**config.mk**
```make
export PLATFORM = sky130hd
export DESIGN_NAME = hid_mouse_report_translator
export DESIGN_NICKNAME = d
export VERILOG_FILES = /design/src/rtl/hmrt_pkg.sv /design/src/rtl/hid_mouse_report_translator.sv /design/src/rtl/hmrt_capture.sv /design/src/rtl/hmrt_translate.sv
export SDC_FILE = /design/constraint.sdc
export NUM_CORES = 1
export LEC_CHECK = 0
export BUFFER_PORTS_ARGS = -buffer_cell sky130_fd_sc_hd__buf_2
export CORE_ASPECT_RATIO = 1.5
export CORE_UTILIZATION = 45
export CTS_BUF_LIST = sky130_fd_sc_hd__clkbuf_8 sky130_fd_sc_hd__clkbuf_16
export CTS_CLUSTER_DIAMETER = 60
export CTS_CLUSTER_SIZE = 30
export DETAILED_ROUTE_END_ITERATION = 16
export PLACE_DENSITY = 0.63
export SYNTH_ARGS = -nofsm -noshare
export SYNTH_HDL_FRONTEND = slang
export SYNTH_HIERARCHICAL = 1
export SYNTH_SLANG_ARGS = --single-unit
```
**constraint.sdc**
```tcl
create_clock -name clk -period 6.8 [get_ports clk]
set_clock_uncertainty 0.2 [all_clocks]
set_input_delay 0.68 -clock clk [delete_from_list [all_inputs] [get_ports clk]]
set_output_delay 0.68 -clock clk [all_outputs]
set_load 0.02 [all_outputs]
```
**src/rtl/hmrt_pkg.sv**
```systemverilog
package hmrt_pkg;

	localparam int NumFields = 4;
	localparam int LayoutWidth = 63;
	localparam int CfgIndexWidth = 3;

	// field order in captured words and results
	localparam int FldButtons = 0;
	localparam int FldX = 1;
	localparam int FldY = 2;
	localparam int FldWheel = 3;

	// configuration register indexes
	localparam logic [CfgIndexWidth-1:0] CFG_REPORT_ID = 3'd0;
	localparam logic [CfgIndexWidth-1:0] CFG_BUTTONS = 3'd1;
	localparam logic [CfgIndexWidth-1:0] CFG_X = 3'd2;
	localparam logic [CfgIndexWidth-1:0] CFG_Y = 3'd3;
	localparam logic [CfgIndexWidth-1:0] CFG_WHEEL = 3'd4;

	localparam logic [7:0] COUNT_MAX = 8'hFF;
	localparam logic [5:0] MAX_BITS = 6'd32;

	typedef enum logic [1:0] {
		ST_OK = 2'd0,
		ST_UNDEF = 2'd1,
		ST_SHORT = 2'd2,
		ST_WIDE = 2'd3
	} status_t;

	// packed field layout, bit 0 is defined
	typedef struct packed {
		logic [19:0] post_bias;
		logic [23:0] pre_bias;
		logic [5:0] field_bits;
		logic [2:0] bit_off;
		logic [7:0] byte_off;
		logic sign_ext;
		logic defined;
	} layout_t;

	// finished report handed from capture to translation
	typedef struct packed {
		logic [NumFields-1:0][31:0] words;
		logic [7:0] length;
	} report_t;

	typedef struct packed {
		status_t status;
		logic [31:0] value;
	} field_res_t;

	typedef struct packed {
		logic ok;
		logic [NumFields-1:0][15:0] values;
		status_t [NumFields-1:0] status;
	} result_t;

	// defined check, length check, width check, mask or sign extend, add both biases
	function automatic field_res_t eval_field(layout_t l, logic [31:0] word,
			logic [7:0] length);
		logic [11:0] need;
		logic [11:0] have;
		logic [31:0] mask;
		logic [31:0] fld;
		field_res_t r;
		r.status = ST_OK;
		r.value = '0;
		need = {1'b0, l.byte_off, 3'b000} + 12'(l.bit_off) + 12'(l.field_bits);
		have = {1'b0, length, 3'b000};
		mask = 32'hFFFF_FFFF >> (MAX_BITS - l.field_bits);
		if (l.sign_ext && word[5'(l.field_bits - 6'd1)]) begin
			fld = word | ~mask;
		end else begin
			fld = word & mask;
		end
		if (!l.defined) begin
			r.status = ST_UNDEF;
		end else if (need > have) begin
			r.status = ST_SHORT;
		end else if (l.field_bits == 6'd0) begin
			r.status = ST_OK;
		end else if (l.field_bits > MAX_BITS) begin
			r.status = ST_WIDE;
		end else begin
			r.value = fld + {{8{l.pre_bias[23]}}, l.pre_bias}
				+ {{12{l.post_bias[19]}}, l.post_bias};
		end
		return r;
	endfunction

endpackage

```
**src/rtl/hid_mouse_report_translator.sv**
```systemverilog
// A result passes the finished report register, then the result register, after the last byte is taken.
// Throughput: one report byte per cycle; capture and translation stages overlap.
// The capture stage stalls only when a finished report cannot move into the
// result register; a held result blocks at most one more report end.
// Reset (arst_n low, asynchronous) clears config, byte count, captured words, valids.
module hid_mouse_report_translator
	import hmrt_pkg::*;
(
	input logic clk,
	input logic arst_n,
	input logic cfg_we,
	input logic [CfgIndexWidth-1:0] cfg_index,
	input logic [LayoutWidth-1:0] cfg_data,
	input logic in_valid,
	output logic in_ready,
	input logic [7:0] report_byte,
	input logic last_byte,
	output logic out_valid,
	input logic out_ready,
	output logic report_ok,
	output logic [7:0] buttons,
	output logic signed [15:0] x_motion,
	output logic signed [15:0] y_motion,
	output logic signed [15:0] wheel_motion,
	output logic [1:0] buttons_status,
	output logic [1:0] x_status,
	output logic [1:0] y_status,
	output logic [1:0] wheel_status
);

	logic rid_q;
	layout_t [NumFields-1:0] layout_q;

	logic rep_valid;
	logic rep_ready;
	report_t rep;
	result_t res;

	// configuration registers
	always_ff @(posedge clk or negedge arst_n) begin
		if (!arst_n) begin
			rid_q <= 1'b0;
			layout_q <= '0;
		end else if (cfg_we) begin
			case (cfg_index)
				CFG_REPORT_ID: rid_q <= cfg_data[0];
				CFG_BUTTONS: layout_q[FldButtons] <= layout_t'(cfg_data);
				CFG_X: layout_q[FldX] <= layout_t'(cfg_data);
				CFG_Y: layout_q[FldY] <= layout_t'(cfg_data);
				CFG_WHEEL: layout_q[FldWheel] <= layout_t'(cfg_data);
				default: ;
			endcase
		end
	end

	hmrt_capture u_capture (
		.clk(clk),
		.arst_n(arst_n),
		.rid(rid_q),
		.layouts(layout_q),
		.in_valid(in_valid),
		.in_ready(in_ready),
		.report_byte(report_byte),
		.last_byte(last_byte),
		.rep_valid(rep_valid),
		.rep_ready(rep_ready),
		.rep(rep)
	);

	hmrt_translate u_translate (
		.clk(clk),
		.arst_n(arst_n),
		.layouts(layout_q),
		.rep_valid(rep_valid),
		.rep_ready(rep_ready),
		.rep(rep),
		.out_valid(out_valid),
		.out_ready(out_ready),
		.res(res)
	);

	// result fields
	assign report_ok = res.ok;
	assign buttons = res.values[FldButtons][7:0];
	assign x_motion = res.values[FldX];
	assign y_motion = res.values[FldY];
	assign wheel_motion = res.values[FldWheel];
	assign buttons_status = res.status[FldButtons];
	assign x_status = res.status[FldX];
	assign y_status = res.status[FldY];
	assign wheel_status = res.status[FldWheel];

`ifndef SYNTH
	// ok flag low only when some field was too wide
	a_ok_low_needs_wide: assert property (@(posedge clk) disable iff (!arst_n)
		out_valid && !report_ok |-> (buttons_status == ST_WIDE ||
			x_status == ST_WIDE || y_status == ST_WIDE || wheel_status == ST_WIDE))
		else $error("report_ok low without a too-wide field");

	// any too-wide field clears the ok flag
	a_wide_clears_ok: assert property (@(posedge clk) disable iff (!arst_n)
		out_valid && (buttons_status == ST_WIDE || x_status == ST_WIDE ||
			y_status == ST_WIDE || wheel_status == ST_WIDE) |-> !report_ok)
		else $error("too-wide field with report_ok high");

	// failed x field gives zero motion
	a_x_fail_zero: assert property (@(posedge clk) disable iff (!arst_n)
		out_valid && x_status != ST_OK |-> x_motion == 16'sd0)
		else $error("x motion nonzero on failed field");

	// undefined x layout reports not defined
	a_x_undef: assert property (@(posedge clk) disable iff (!arst_n)
		out_valid && !layout_q[FldX].defined |-> x_status == ST_UNDEF)
		else $error("x status disagrees with layout");
`endif

endmodule

```
**src/rtl/hmrt_capture.sv**
```systemverilog
module hmrt_capture
	import hmrt_pkg::*;
(
	input logic clk,
	input logic arst_n,
	input logic rid,
	input layout_t [NumFields-1:0] layouts,
	input logic in_valid,
	output logic in_ready,
	input logic [7:0] report_byte,
	input logic last_byte,
	output logic rep_valid,
	input logic rep_ready,
	output report_t rep
);

	logic [7:0] count_q;
	logic [NumFields-1:0][31:0] words_q;
	logic rep_valid_s1;
	report_t rep_s1;

	logic accept;
	logic cap_en;
	logic [7:0] idx;
	logic [7:0] count_nxt;
	logic [NumFields-1:0][31:0] words_nxt;

	assign in_ready = !rep_valid_s1 || rep_ready;
	assign accept = in_valid && in_ready;
	assign rep_valid = rep_valid_s1;
	assign rep = rep_s1;

	// byte position after the report id, count saturates
	assign cap_en = (count_q != COUNT_MAX) && !(rid && count_q == 8'd0);
	assign idx = count_q - {7'd0, rid};
	assign count_nxt = (count_q != COUNT_MAX) ? count_q + 8'd1 : count_q;

	// drop the byte into each field window it falls in
	always_comb begin
		logic [7:0] diff;
		for (int f = 0; f < NumFields; f++) begin
			diff = idx - layouts[f].byte_off;
			words_nxt[f] = words_q[f];
			if (cap_en && idx >= layouts[f].byte_off && diff[7:2] == 6'd0) begin
				words_nxt[f] = words_q[f] | (32'(report_byte) << {diff[1:0], 3'b000});
			end
		end
	end

	// running capture state, cleared at end of each report
	always_ff @(posedge clk or negedge arst_n) begin
		if (!arst_n) begin
			count_q <= '0;
			words_q <= '0;
		end else if (accept) begin
			if (last_byte) begin
				count_q <= '0;
				words_q <= '0;
			end else begin
				count_q <= count_nxt;
				words_q <= words_nxt;
			end
		end
	end

	// finished report stage
	always_ff @(posedge clk or negedge arst_n) begin
		if (!arst_n) begin
			rep_valid_s1 <= 1'b0;
		end else if (accept && last_byte) begin
			rep_valid_s1 <= 1'b1;
		end else if (rep_ready) begin
			rep_valid_s1 <= 1'b0;
		end
	end

	always_ff @(posedge clk) begin
		if (accept && last_byte) begin
			rep_s1.words <= words_nxt;
			rep_s1.length <= count_nxt - {7'd0, rid};
		end
	end

endmodule

```
**src/rtl/hmrt_translate.sv**
```systemverilog
module hmrt_translate
	import hmrt_pkg::*;
(
	input logic clk,
	input logic arst_n,
	input layout_t [NumFields-1:0] layouts,
	input logic rep_valid,
	output logic rep_ready,
	input report_t rep,
	output logic out_valid,
	input logic out_ready,
	output result_t res
);

	logic out_valid_q;
	result_t res_q;
	result_t res_nxt;

	assign rep_ready = !out_valid_q || out_ready;
	assign out_valid = out_valid_q;
	assign res = res_q;

	// evaluate fields in order; first too-wide field zeroes it and the rest
	always_comb begin
		field_res_t fr;
		logic ok;
		ok = 1'b1;
		res_nxt = '0;
		for (int f = 0; f < NumFields; f++) begin
			fr = eval_field(layouts[f], rep.words[f], rep.length);
			if (fr.status == ST_WIDE) begin
				ok = 1'b0;
			end
			res_nxt.status[f] = fr.status;
			res_nxt.values[f] = ok ? fr.value[15:0] : 16'd0;
		end
		res_nxt.ok = ok;
	end

	// result register
	always_ff @(posedge clk or negedge arst_n) begin
		if (!arst_n) begin
			out_valid_q <= 1'b0;
		end else if (rep_ready) begin
			out_valid_q <= rep_valid;
		end
	end

	always_ff @(posedge clk) begin
		if (rep_valid && rep_ready) begin
			res_q <= res_nxt;
		end
	end

endmodule
```
# Word-level counts from Yosys, hierarchy flattened
# Index checks and enable logic that the tools add are counted.
# classes
addsub	31
n_mul	0
div	0
magnitude_cmp	16
n_eq_ne	9
n_shift	8
mux	41
n_bitwise	23
n_reduce_logical	42
# ops
cell	n
$mux W128	1
$mux W32	4
$or A32 B32 Y32	4
$shl A8 B5 Y32	4
$add A16 B16 Y16	6
$shr A32 B6 Y16 const A	3
$add A11 B3 Y12	4
$add A12 B6 Y12	4
$and A16 B16 Y16	3
$gt A12 B11 Y1	4
$logic_not A6 Y1	8
$mux W16	3
$not A16 Y16	3
$or A16 B16 Y16	3
$ge A8 B8 Y1	4
$mux W2	16
$shr A32 B6 Y8 const A	1
$sub A8 B8 Y8	4
$gt A6 B6 Y1 const B	4
$lt A5 B6 Y1 const B	4
$mux W8	3
$sub A6 B6 Y6 const A	4
$bmux W1 S5	4
$reduce_or A5 Y1	4
21 further kinds	68
# totals
ff_bits	528
latchBits	0
ramBits	0
rom_bits	0
word_cells	220
n_memories	0

# Longest topological paths before layout
# Gate-level depths: netlist (run 1).
# logic_depth
ltp_word	12
mapped_depth	24

# By module
# Netlist (run 1), hierarchy kept.
# modules_own_cells
module	instances	cells_each	area_per_inst_um2
hmrt_capture	1	1333	13874.6
hmrt_translate	1	1370	11905.2
hid_mouse_report_translator	1	539	10244.8

# Worst setup path after synthesis (run 1)
# Ideal clock, no wire load.
# synth_path
path_type	input to register
startpoint	input out_ready
endpoint	register u_capture.rep_s1, in the netlist u_capture/rep[0], enable pin
arrival_time_ns	4.498
path_slack_ns	0.786
cell_stages	7
path_cell_list	nand2b_1 nand2b_1 and2_1 clkbuf_1 nand2_1 clkbuf_1 clkinv_1
# synth_between
elab_chain_cells	4
# synth_lines
element	line	source
start: declaration	hid_mouse_report_translator.sv:19	input logic out_ready,
$logic_or A1 B1 Y1	hmrt_translate.sv:19	assign rep_ready = !out_valid_q || out_ready;
$logic_or A1 B1 Y1	hmrt_capture.sv:28	assign in_ready = !rep_valid_s1 || rep_ready;
net in_ready	hid_mouse_report_translator.sv:15	output logic in_ready,
$logic_and A1 B1 Y1	hmrt_capture.sv:29	assign accept = in_valid && in_ready;
$logic_and A1 B1 Y1	hmrt_capture.sv:78	if (accept && last_byte) begin
end: declaration	hmrt_capture.sv:20	report_t rep_s1;
# The timed path passes the listed nets, and every way through them passes these cells.
# A chain may end at the register's enable or synchronous reset.

# Worst setup path in the final report (run 1)
# layout_path
startpoint	register layout_q[203] (netlist bit)
endpoint	register u_translate.res_q, in the netlist u_translate/res[71], data pin
# layout_between
elab_chain_cells	9
word_cells_on_any_way	24
# layout_lines
element	line	source
start: declaration	hid_mouse_report_translator.sv:32	layout_t [NumFields-1:0] layout_q;
start signal: indexed assignment	hid_mouse_report_translator.sv:47	CFG_BUTTONS: layout_q[FldButtons] <= layout_t'(cfg_data);
start signal: indexed assignment	hid_mouse_report_translator.sv:48	CFG_X: layout_q[FldX] <= layout_t'(cfg_data);
start signal: indexed assignment	hid_mouse_report_translator.sv:49	CFG_Y: layout_q[FldY] <= layout_t'(cfg_data);
parallel branches: the longest is 9 deep, another holds $add A16 B16 Y16	-	
end signal: assignment	hmrt_translate.sv:51	res_q <= res_nxt;
end: declaration	hmrt_translate.sv:16	result_t res_q;
# Parallel ways; which one is timed is not known. The select of a mux whose other input is x is not followed.

==> results of run 1 <==
what timing repair did:
action / CTS / global route
hold buffers: 1 / 0
gates resized for setup: 0 / 1
endpoints found under the setup margin: 0 / 2
hold endpoints to repair: 60 / 0
power by group through the flow:
| stage | Sequential (mW) | Combinational [mW] | Clock [mW] |
|---|---|---|---|
| after global routing | 4.07 | 7.99 | 2.54 |
| after floorplan | 4.04 | 5.38 | 0 |
| after global placement | 4.08 | 7.01 | 0 |
| after CTS | 4.03 | 7.20 | 2.44 |
| final | 4.03 | 7.24 | 2.38 |
| after detailed placement | 4.09 | 7.15 | 0 |
cells in the final DEF (no fill, tap or decap), types with 102 or more instances in the layout:
cell type and count:
buf_2 133, dfrtp_1 327, edfxtp_1 201, ha_1 159, inv_1 302, mux2_4 131
nand2_1 254, nand3_1 103, nor2_1 161, o21ai_0 123, o21bai_1 102
worst max-delay path, stage by stage (launching register included):
cell and delay [ps]:
dfrtp_1 390, inv_1 80, ha_1 220, nor3b_1 380, xnor2_2 260, mux4_2 600, mux2i_4 250, nor2_1 220
mux2i_1 360, fa_1 480, inv_1 70, ha_1 200, inv_1 80, fa_1 440, nor2b_1 170, o21a_1 160
o21ai_1 120, a2111oi_0 580, nor3_1 150, o41ai_1 460, xor2_1 110, and2_1 170
final timing paths:
check / slack (ps) / start / to / cells past startpoint
hold reg to reg: 280 / u_capture/words_q[80] / u_capture/words_q[80] / 2
setup / recovery: 430 / layout_q[203] / u_translate/res[71] / 21
max in group asynchronous: 4660 / arst_n / layout_q[88] / 3
setup reg to reg: 430 / layout_q[203] / u_translate/res[71] / 21
min in group asynchronous: 430 / arst_n / layout_q[81] / 2
hold / removal: 170 / cfg_data[34] / layout_q[97] / 2
metrics by stage:
stage | utilization, % | std cells | cell area (µm²) | power (mW) | hold WS [ps]
2_1_floorplan | - | 2989 | 32500 | 9.42 | 184
3_3_place_gp | 47.3 | 3928 | 33800 | 11.1 | 250
3_5_place_dp | 47.3 | 3928 | 33800 | 11.2 | 261
4_1_cts | 49.1 | 3991 | 35100 | 13.7 | 134
5_1_grt | 49.1 | 3991 | 35100 | 14.6 | 144
6_report | 49.1 | 3991 | 35100 | 13.6 | 173
sequential cells by signal (all words and copies together), names as in the netlist:
signal / cells
u_capture/rep: 136
u_capture/rep_valid: 1
layout_q: 188
u_capture/count_q: 8
u_translate/res: 65
rid_q: 1
u_capture/words_q: 128
u_translate/out_valid: 1
cell type report:
| cell class | instances | area (µm²) | share of cell area, % |
|---|---|---|---|
| clock buffers | 35 | 876 | 2.50 |
| clock inverters | 27 | 377 | 1.07 |
| inverters | 306 | 1150 | 3.28 |
| multi-input cells | 2009 | 16300 | 46.6 |
| flip-flops and latches | 528 | 14200 | 40.5 |
| well taps | 915 | 1140 | 3.26 |
| repair buffers | 171 | 986 | 2.81 |
per-layer routing:
metal,GRT usage [%],vias up,wire (µm)
met5,0,-,0
met1,29.1,11400,36100
met2,44.1,603,45200
met3,2.63,134,3440
met4,8.86,0,3200
li1,-,10600,-
==> summary.md, run 1 <==
| Metric | Value |
|---|---|
| Post-DR wirelength/cell | `22.0 µm` |
| Fillers | `6417` |
| Critical path type | `flip-flop to flip-flop` |
| Unrepaired setup endpoints after global routing | `false` |
| Die height | `331 µm` |
| Internal | `7.70 mW` |
| Clk pwr share | `17.4%` |
| TNS Setup | `0 ps` |
| Skew-Pair Late Insertion Delay | `600 ps` |
| Sw Share | `43.5%` |
| Syn Nets | `3293` |
| Row cnt | `120` |
| Tot GR Track Use | `24.0%` |
| Final Hold Vio Count | `0` |
| Crit path launch type | `flip-flop` |
| CTS root buf | `clkbuf_16` |
| Mapped cell area | `0.0325 mm²` |
| Post-CTS setup buffer count | `0` |
| Share of layout cells above drive strength 1 | `17.7%` |
| I/O pin cnt | `147` |
| Antenna-violating nets left | `0` |
| CTS Buf Count | `34` |
| Slew Limit Fails | `0` |
| Synthesized instance count | `2989` |
| Slew @ Worst Pin | `1220 ps` |
| Drt first pass iters | `8` |
| Status | `completed` |
| Largest net degree at the start of global routing | `151` |
| Critical path endpoint category | `flip-flop` |
| Leak | `15.3 nW` |
| Initial Util | `45.5%` |
| H-tree level count | `2` |
| Layout Area Growth over Synthesis | `8.02%` |
| Fin crit period | `6370 ps` |
| Vias | `22700` |
| CTS clk-pin slew, worst paths | `90 ps` |
| P_sw | `5.94 mW` |
| Setup ws final | `426 ps` |
| Sequential power share | `29.5%` |
| Buffers on Ports | `134` |
| HP Class | `primary input to flip-flop` |
| Core area | `0.0715 mm²` |
| CP max FO | `11` |
| CTS sink cnt | `528` |
| Vias in the first global route | `22900` |
| Via density | `5.69` |
| Combinational cell fraction of total power | `53.1%` |
| Max VDD drop | `0.237 mV` |
| Pwr dens | `389 mW/mm²` |
| # diodes | `0` |
| Fin nets | `3354` |
| DIE WIDTH | `221 µm` |
| Initial antenna violation count | `0` |
| Max Cap Viol | `0` |
| CTS tree | `done` |
| Slew HR | `18.5%` |
| CP required | `6960 ps` |
| Die ar. | `0.0733 mm²` |
| Yosys warns | `6` |
| DRC viols | `0` |
| Worst-case clock buffer depth | `3` |
| Setup WS pre-CTS | `341 ps` |
| Final wirelength | `87.9 mm` |
| DR iter-0 viols | `1657` |
| First-pass GRT wire length | `135 mm` |
| RePlAce Congestion | `0.900` |
| Total global routing overflow | `0` |
| Setup violators final | `0` |
| Max Fclk | `157 MHz` |
| Critical Path AT | `6530 ps` |
| Syn_area_per_cell | `10.9 µm²` |
| Tcrit/Tclk final | `93.7%` |
| Final HPWL DP | `65.2 mm` |
No activity file was read; power rests on OpenSTA's default activity.
==> run 2: changes to the inputs <==
--- a/config.mk
+++ b/config.mk
@@ -12,8 +12,8 @@
 export CTS_CLUSTER_DIAMETER = 60
 export CTS_CLUSTER_SIZE = 30
 export DETAILED_ROUTE_END_ITERATION = 16
-export PLACE_DENSITY = 0.63
+export PLACE_DENSITY = 0.64
+export RECOVER_POWER = 50
 export SYNTH_ARGS = -nofsm -noshare
 export SYNTH_HDL_FRONTEND = slang
-export SYNTH_HIERARCHICAL = 1
 export SYNTH_SLANG_ARGS = --single-unit
==> summary.md, run 2 <==
| Metric | Value |
|---|---|
| Syn Nets | `3047 (-7.5%)` |
| Post-synth cell types | `73` |
| Largest Register | `layout_q` |
| Max Fclk | `161 MHz (+2.6%)` |
| CTS clk-pin slew, worst paths | `100 ps (about the same)` |
| Post-Synth Simple-Gate Area | `10.3%` |
| Adder-Cell Fraction of Synth Area | `10.9%` |
| Die ar. | `0.0676 mm² (-7.7%)` |
| Combinational cell fraction of total power | `49.3% (-3.8 points)` |
| Row cnt | `115 (-4.2%)` |
| DIE WIDTH | `213 µm (-3.9%)` |
| HP Class | `primary input to flip-flop` |
| Status | `finished with violations` |
| Vias | `21000 (-7.6%)` |
| Post-synth top area cell | `dfrtp_1` |
| CP max FO | `16 (+5)` |
| Finished Layout Cells | `3729 (-6.6%)` |
| CTS root buf | `clkbuf_16` |
| Setup violators final | `0 (unchanged)` |
| RePlAce Congestion | `0.926 (+2.9%)` |
| Footprint of the multi-input gates | `0.0142 mm² (-13%)` |
| Sw Share | `41.6% (-1.9 points)` |
| Critical path endpoint category | `flip-flop` |
| Compound-Gate Fraction of Synth Area | `14.7%` |
| Synth top cells by count | `327 x dfrtp_1, 297 x inv_1, 206 x nand2_1` |
| Final HPWL DP | `60.8 mm (-6.8%)` |
| Commonest non-fill, non-tap cell in the layout | `dfrtp_1` |
| Tot GR Track Use | `24.2% (+0.17 points)` |
| Share of layout cells above drive strength 1 | `13.9% (-3.8 points)` |
| Post-DR wirelength/cell | `21.7 µm (-1.5%)` |
| Yosys warns | `0 (-6)` |
| Layout Area Growth over Synthesis | `8.89%` |
| First-pass GRT wire length | `125 mm (-7.7%)` |
| Synthesized instance count | `2745 (-8.2%)` |
| Final instance area | `0.0326 mm² (-7.0%)` |
| Register Area | `0.0142 mm² (unchanged)` |
| Max Cap Viol | `7 (+7)` |
| H-tree level count | `1 (-1)` |
| Share of the synthesized area in the top cell type | `27.3%` |
| Sequential power share | `32.4% (+2.9 points)` |
| Largest net degree at the start of global routing | `109 (-28%)` |
| Internal | `7.12 mW (-7.6%)` |
| Buffers on Ports | `134 (unchanged)` |
| Fin nets | `3129 (-6.7%)` |
| Slew Limit Fails | `543 (+543)` |
| Critical path type | `flip-flop to flip-flop` |
| Fin crit period | `6210 ps (-161 ps)` |
| Violated checks | `max-capacitance violations, max-slew violations` |
| Yosys reg bits | `528` |
| Via density | `5.63 (-1.1%)` |
| Final wirelength | `80.9 mm (-8.0%)` |
| Syn_area_per_cell | `10.9 µm² (+0.41%)` |
| Leak | `14.6 nW (-4.3%)` |
| Mapped cell area | `0.0300 mm² (-7.8%)` |
| Largest family of logic cells by synthesized area | `compound AO/OA/AOI/OAI gates` |
| Core area | `0.0658 mm² (-8.0%)` |
| TNS Setup | `0 ps (unchanged)` |
| Drt first pass iters | `6 (-2)` |
| CTS tree | `done` |
| Slew HR | `-206% (-220 points)` |
| CTS sink cnt | `528 (unchanged)` |
| Final Hold Vio Count | `0 (unchanged)` |
| Pwr dens | `374 mW/mm² (-3.9%)` |
| Fillers | `5956 (-7.2%)` |
| Crit path launch type | `flip-flop` |
| Post-Synth XOR/XNOR Area | `3.24%` |
| Max VDD drop | `0.242 mV (+2.3%)` |
| Post-synth top flop | `dfrtp_1` |
| CTS resizes | `0 (unchanged)` |
| Unrepaired setup endpoints after global routing | `false` |
| Max FFs per register | `188 (unchanged)` |
| Top cells by area, synth | `dfrtp_1 27%, edfxtp_1 20%, ha_1 6.6%, fa_1 4.3%, inv_1 3.7%` |
| DR iter-0 viols | `1666 (+0.54%)` |
| Asr flop ratio synth | `61.9%` |
| Initial antenna violation count | `1 (+1)` |
| Critical Path AT | `6400 ps (-130 ps)` |
| DRC viols | `0 (unchanged)` |
| CTS Buf Count | `31 (-8.8%)` |
| DP Area | `0.0316 mm² (-6.7%)` |
| Slew @ Worst Pin | `4580 ps (+3360 ps)` |
| Placed cells | `3670 (-6.6%)` |
| Initial Util | `45.6% (+0.10 points)` |
| Post-synth EDFFs | `201` |
| P_sw | `5.07 mW (-15%)` |
| # diodes | `0 (unchanged)` |
| Skew-Pair Late Insertion Delay | `640 ps (+40 ps)` |
| Most common cell in the synthesized netlist | `dfrtp_1` |
| Total global routing overflow | `0 (unchanged)` |
| Sequential area share after synthesis | `47.5%` |
| Antenna-violating nets left | `0 (unchanged)` |
| Die height | `318 µm (-3.9%)` |
| Most frequent cells in the layout | `327 x dfrtp_1, 298 x inv_1, 205 x nand2_1, 201 x edfxtp_1, 178 x nor2_1` |
| Worst-case clock buffer depth | `3 (unchanged)` |
| Clk pwr share | `18.4% (+1.0 points)` |
| CP required | `6990 ps (+30 ps)` |
| Tcrit/Tclk final | `91.4% (-2.4 points)` |
| Vias in the first global route | `21400 (-6.7%)` |
| I/O pin cnt | `147 (unchanged)` |
| Mux contribution to synthesized area | `8.13%` |
[run 2: final timing paths]
check                                     from               endpoint  slack [ps]  cells after the start
max reg2reg                      layout_q[140]    u_translate.res[55]         590                     20
max in group asynchronous               arst_n  u_capture.words_q[73]        1220                      3
min                               cfg_data[56]          layout_q[245]         120                      3
min in group asynchronous               arst_n   u_capture.count_q[4]        2240                      2
max                              layout_q[140]    u_translate.res[55]         590                     20
min reg2reg                u_capture.rep_valid  u_translate.out_valid         290                      1
[run 2: area by class of cell]
class | count | area share (%)
flip-flops and latches | 528 | 43.6
multi-input cells | 1799 | 43.5
inverters | 297 | 3.43
well taps | 877 | 3.36
repair buffers | 170 | 2.58
clock buffers | 33 | 2.46
clock inverters | 25 | 1.10
[run 2: routing by layer]
metal	GRT usage [%]	wire, µm	vias to the layer above
met2	43.8	42200	532
met4	7.98	2830	2
met1	29.7	32800	10500
li1	-	-	9816
met5	0	13	-
met3	2.55	3140	143
[run 2: critical path: stages, from the launching register on]
cell and delay, ps:
dfrtp_1 470, inv_1 120, ha_1 580, mux4_2 320, mux4_2 260, mux2i_1 70
nor2b_1 760, mux2i_1 290, fa_1 490, inv_1 60, ha_1 150, inv_1 60
fa_1 430, nor2b_1 210, o21bai_1 140, a21oi_1 240, o21ai_0 190, o21ai_0 340
a31oi_1 150, nor2b_1 140, mux2_1 300
[run 2: power by group through the flow]
stage	logic (mW)	registers [mW]	clock network (mW)
after CTS	6.01	3.94	2.30
after detailed placement	5.97	4.00	0
after global routing	6.70	3.99	2.39
after floorplan	4.43	4.01	0
final	6.00	3.95	2.24
after global placement	5.81	3.99	0
[run 2: stage by stage]
step / hold WS (ps) / power, mW / worst slack, ps / utilization, %
after floorplan: 184 / 8.43 / 702 / -
after global placement: 264 / 9.80 / 836 / 48.0
after detailed placement: 273 / 9.97 / 642 / 48.0
after CTS: 102 / 12.2 / 636 / 49.8
after global routing: 112 / 13.1 / 180 / 49.6
final: 121 / 12.2 / 588 / 49.6
[run 2: cell families (layout without fill, tap and decap cells)]
group,count (synthesis),count (layout)
adder cells (fa/ha/maj),222,222
flip-flops,528,528
buffers and inverters,418,525
AND/OR/NAND/NOR,652,652
multiplexers,182,182
AO/OA/AOI/OAI,632,632
XOR/XNOR,111,111
[run 2: repair_timing]
action / 4_1_cts / 5_1_grt
hold endpoints to repair: 88 / 0
buffers inserted: 0 / 0
hold buffers: 1 / 0
==> run 3: changes to the inputs <==
--- a/config.mk
+++ b/config.mk
@@ -12,8 +12,9 @@
 export CTS_CLUSTER_DIAMETER = 60
 export CTS_CLUSTER_SIZE = 30
 export DETAILED_ROUTE_END_ITERATION = 16
-export PLACE_DENSITY = 0.64
+export PLACE_DENSITY = 0.63
 export RECOVER_POWER = 50
 export SYNTH_ARGS = -nofsm -noshare
 export SYNTH_HDL_FRONTEND = slang
+export SYNTH_HIERARCHICAL = 1
 export SYNTH_SLANG_ARGS = --single-unit
==> summary.md, run 3 (same netlist as run 1, synthesis figures left out) <==
| Metric | Value |
|---|---|
| Status | `finished with violations` |
| Violated checks | `max-capacitance violations, max-slew violations` |
| Worst hold margin | `150 ps (+28.8 ps)` |
| Hold Path Cell Cnt | `2 (-1)` |
| Unrepaired setup endpoints after global routing | `false` |
| Most frequent cells in the layout | `327 x dfrtp_1, 302 x inv_1, 254 x nand2_1, 201 x edfxtp_1, 161 x nor2_1` |
| R2r setup slk | `350 ps (-240 ps)` |
| Setup violators final | `0 (unchanged)` |
| Antenna-violating nets left | `0 (unchanged)` |
| Setup WS pre-CTS | `341 ps (-302 ps)` |
| Vias in the first global route | `22900 (+7.2%)` |
| Row cnt | `120 (+4.3%)` |
| Share of layout cells above drive strength 1 | `11.2% (-2.8 points)` |
| Routed wl met2 | `45.1 mm (+7.1%)` |
| Worst-case clock buffer depth | `3 (unchanged)` |
| I/O pin cnt | `147 (unchanged)` |
| Final Hold Vio Count | `0 (unchanged)` |
| Vias | `22800 (+8.6%)` |
| RePlAce Congestion | `0.900 (-2.8%)` |
| Setup ws final | `350 ps (-238 ps)` |
| Initial Util | `45.5% (-0.10 points)` |
| CP max stage delay | `620 ps (-140 ps)` |
| Critical Path AT | `6610 ps (+210 ps)` |
| CTS tree | `done` |
| Worst R2R Path Depth | `21 (+5.0%)` |
| DR iter-0 viols | `1626 (-2.4%)` |
| Fin crit period | `6450 ps (+238 ps)` |
| CP required | `6960 ps (-30 ps)` |
| First-pass GRT wire length | `135 mm (+8.3%)` |
| DRC viols | `0 (unchanged)` |
| Max Cap Viol | `8 (+1)` |
| CP max FO | `11 (-5)` |
| CP top delay family | `compound AO/OA/AOI/OAI gates` |
| CTS Buf Count | `34 (+9.7%)` |
| Critical path type | `flip-flop to flip-flop` |
| # diodes | `0 (unchanged)` |
| Post-DR wirelength/cell | `22.0 µm (+1.5%)` |
| Final HPWL DP | `65.2 mm (+7.3%)` |
| Hold path startpoint | `cfg_data[34]` |
| TNS Setup | `0 ps (unchanged)` |
| Fin nets | `3354 (+7.2%)` |
| Slew HR | `-210% (-4.2 points)` |
| Crit path launch type | `flip-flop` |
| Via density | `5.71 (+1.4%)` |
| DIE WIDTH | `221 µm (+4.1%)` |
| Final instance area | `0.0345 mm² (+5.7%)` |
| Worst Hold Endpoint | `layout_q[97]` |
| Top Layer Used | `met4` |
| Metal3 WL | `3.44 mm (+9.6%)` |
| Drt first pass iters | `5 (-1)` |
| CTS root buf | `clkbuf_16` |
| FF-to-FF End | `u_translate/res[71]` |
| Max FFs per register | `188 (unchanged)` |
| Skew-Pair Late Insertion Delay | `600 ps (-40 ps)` |
| CP bufs+invs | `3 (unchanged)` |
| RR Startpoint | `layout_q[203]` |
| Max VDD drop | `0.237 mV (-2.4%)` |
| Buffers on Ports | `134 (unchanged)` |
| HP Class | `primary input to flip-flop` |
| Layout Area Growth over Synthesis | `6.18%` |
| Initial antenna violation count | `3 (+2)` |
| Worst-path cell chain | `inv_1, ha_1, nor3b_1, xnor2_2, mux4_2, mux2i_4, nor2_1, mux2i_1, fa_1, inv_1, ha_1, inv_1, fa_1, nor2b_1, o21a_1, o21ai_1, a2111oi_0, nor3_1, o41ai_1, xor2_1, and2_1` |
| CTS clk-pin slew, worst paths | `90 ps (about the same)` |
| H-tree level count | `2 (+1)` |
| Metal-1 WL | `36.0 mm (+9.9%)` |
| Tcrit/Tclk final | `94.9% (+3.5 points)` |
| Final wirelength | `87.9 mm (+8.6%)` |
| Core area | `0.0715 mm² (+8.7%)` |
| Finished Layout Cells | `3991 (+7.0%)` |
| Commonest non-fill, non-tap cell in the layout | `dfrtp_1` |
| Largest net degree at the start of global routing | `151 (+39%)` |
| Slew Limit Fails | `420 (-23%)` |
| CTS sink cnt | `528 (unchanged)` |
| Pwr dens | `391 mW/mm² (+4.7%)` |
| Largest Register | `layout_q` |
| DP Area | `0.0338 mm² (+7.1%)` |
| Die ar. | `0.0733 mm² (+8.4%)` |
| Placed cells | `3928 (+7.0%)` |
| Total global routing overflow | `0 (unchanged)` |
| Fillers | `6582 (+11%)` |
| Slew @ Worst Pin | `4650 ps (+63.5 ps)` |
| Tot GR Track Use | `24.0% (-0.17 points)` |
| Most frequent CP cell | `inv_1` |
| Leak | `14.8 nW (+0.76%)` |
| Critical path endpoint category | `flip-flop` |
| Max Fclk | `155 MHz (-3.7%)` |
| Die height | `331 µm (+4.1%)` |
| CP max-delay cell | `a2111oi_0` |
| Post-CTS setup buffer count | `0 (unchanged)` |
==> run 3: cell types whose count changed in the layout (fill, tap and decap cells not counted), moves of 29 or more <==
cell	delta
o21ai_0	-54
o21a_1	-36
mux2_1	+125
a21o_2	-32
a31o_2	-48
a22o_1	-31
a21o_1	-41
nand4_1	+40
nand3_1	+77
o21bai_1	+98
nand2_1	+49
o31ai_1	+29
a21oi_1	-29
==> run 3: metal layers <==
metal | vias to the layer above | global-route usage (%)
met5 | - | 0
met3 | 138 | 2.63
met4 | 0 | 8.86
li1 | 10600 | -
met2 | 579 | 44.1
met1 | 11400 | 29.1
==> run 3: worst reg2reg max path, cell delays in order (launching register included) <==
cell	delay (ps)
dfrtp_1	390
inv_1	80
ha_1	220
nor3b_1	380
xnor2_2	260
mux4_2	600
mux2i_4	250
nor2_1	220
mux2i_1	380
fa_1	490
inv_1	70
ha_1	200
inv_1	80
fa_1	440
nor2b_1	160
o21a_1	160
o21ai_1	120
a2111oi_0	620
nor3_1	170
o41ai_1	480
xor2_1	110
and2_1	170
==> run 3: area by class of cell <==
class	count	area, µm²	area share (%)
clock inverters	27	377	1.09
repair buffers	171	871	2.52
inverters	306	1150	3.34
well taps	915	1140	3.32
flip-flops and latches	528	14200	41.2
multi-input cells	2009	15900	46.0
clock buffers	35	876	2.54
==> run 3: worst max-delay path by stage <==
stage / end / cells after the start / start / slack (ps)
6_report: u_translate/res[71] / 21 / layout_q[203] / 350
5_1_grt: u_translate/res[71] / 21 / layout_q[203] / 60
4_1_cts: u_translate/res[71] / 21 / layout_q[202] / 270
3_5_place_dp: u_translate/res[71] / 21 / layout_q[203] / 340
3_3_place_gp: u_translate/res[71] / 21 / layout_q[202] / 460
2_1_floorplan: u_capture/rep[0] / 7 / out_ready / 790
==> run 3: report_power, final <==
group          switching [mW]  total (mW)  internal, mW
Combinational            4.29        7.09          2.80
Clock                    1.32        2.38          1.05
Sequential              0.309        4.02          3.71
==> run 3: stage by stage <==
step           util [%]  power [mW]
3_5_place_dp       47.3        11.2
6_report           48.3        13.5
5_1_grt            48.3        14.4
3_3_place_gp       47.3        11.1
2_1_floorplan         -        9.42
4_1_cts            49.1        13.7
==> run 3: timing repair <==
item                                   CTS  global route
gates resized for setup                  0             1
hold buffers                             1             0
endpoints found under the hold margin   60             0
setup endpoints to repair                0             2
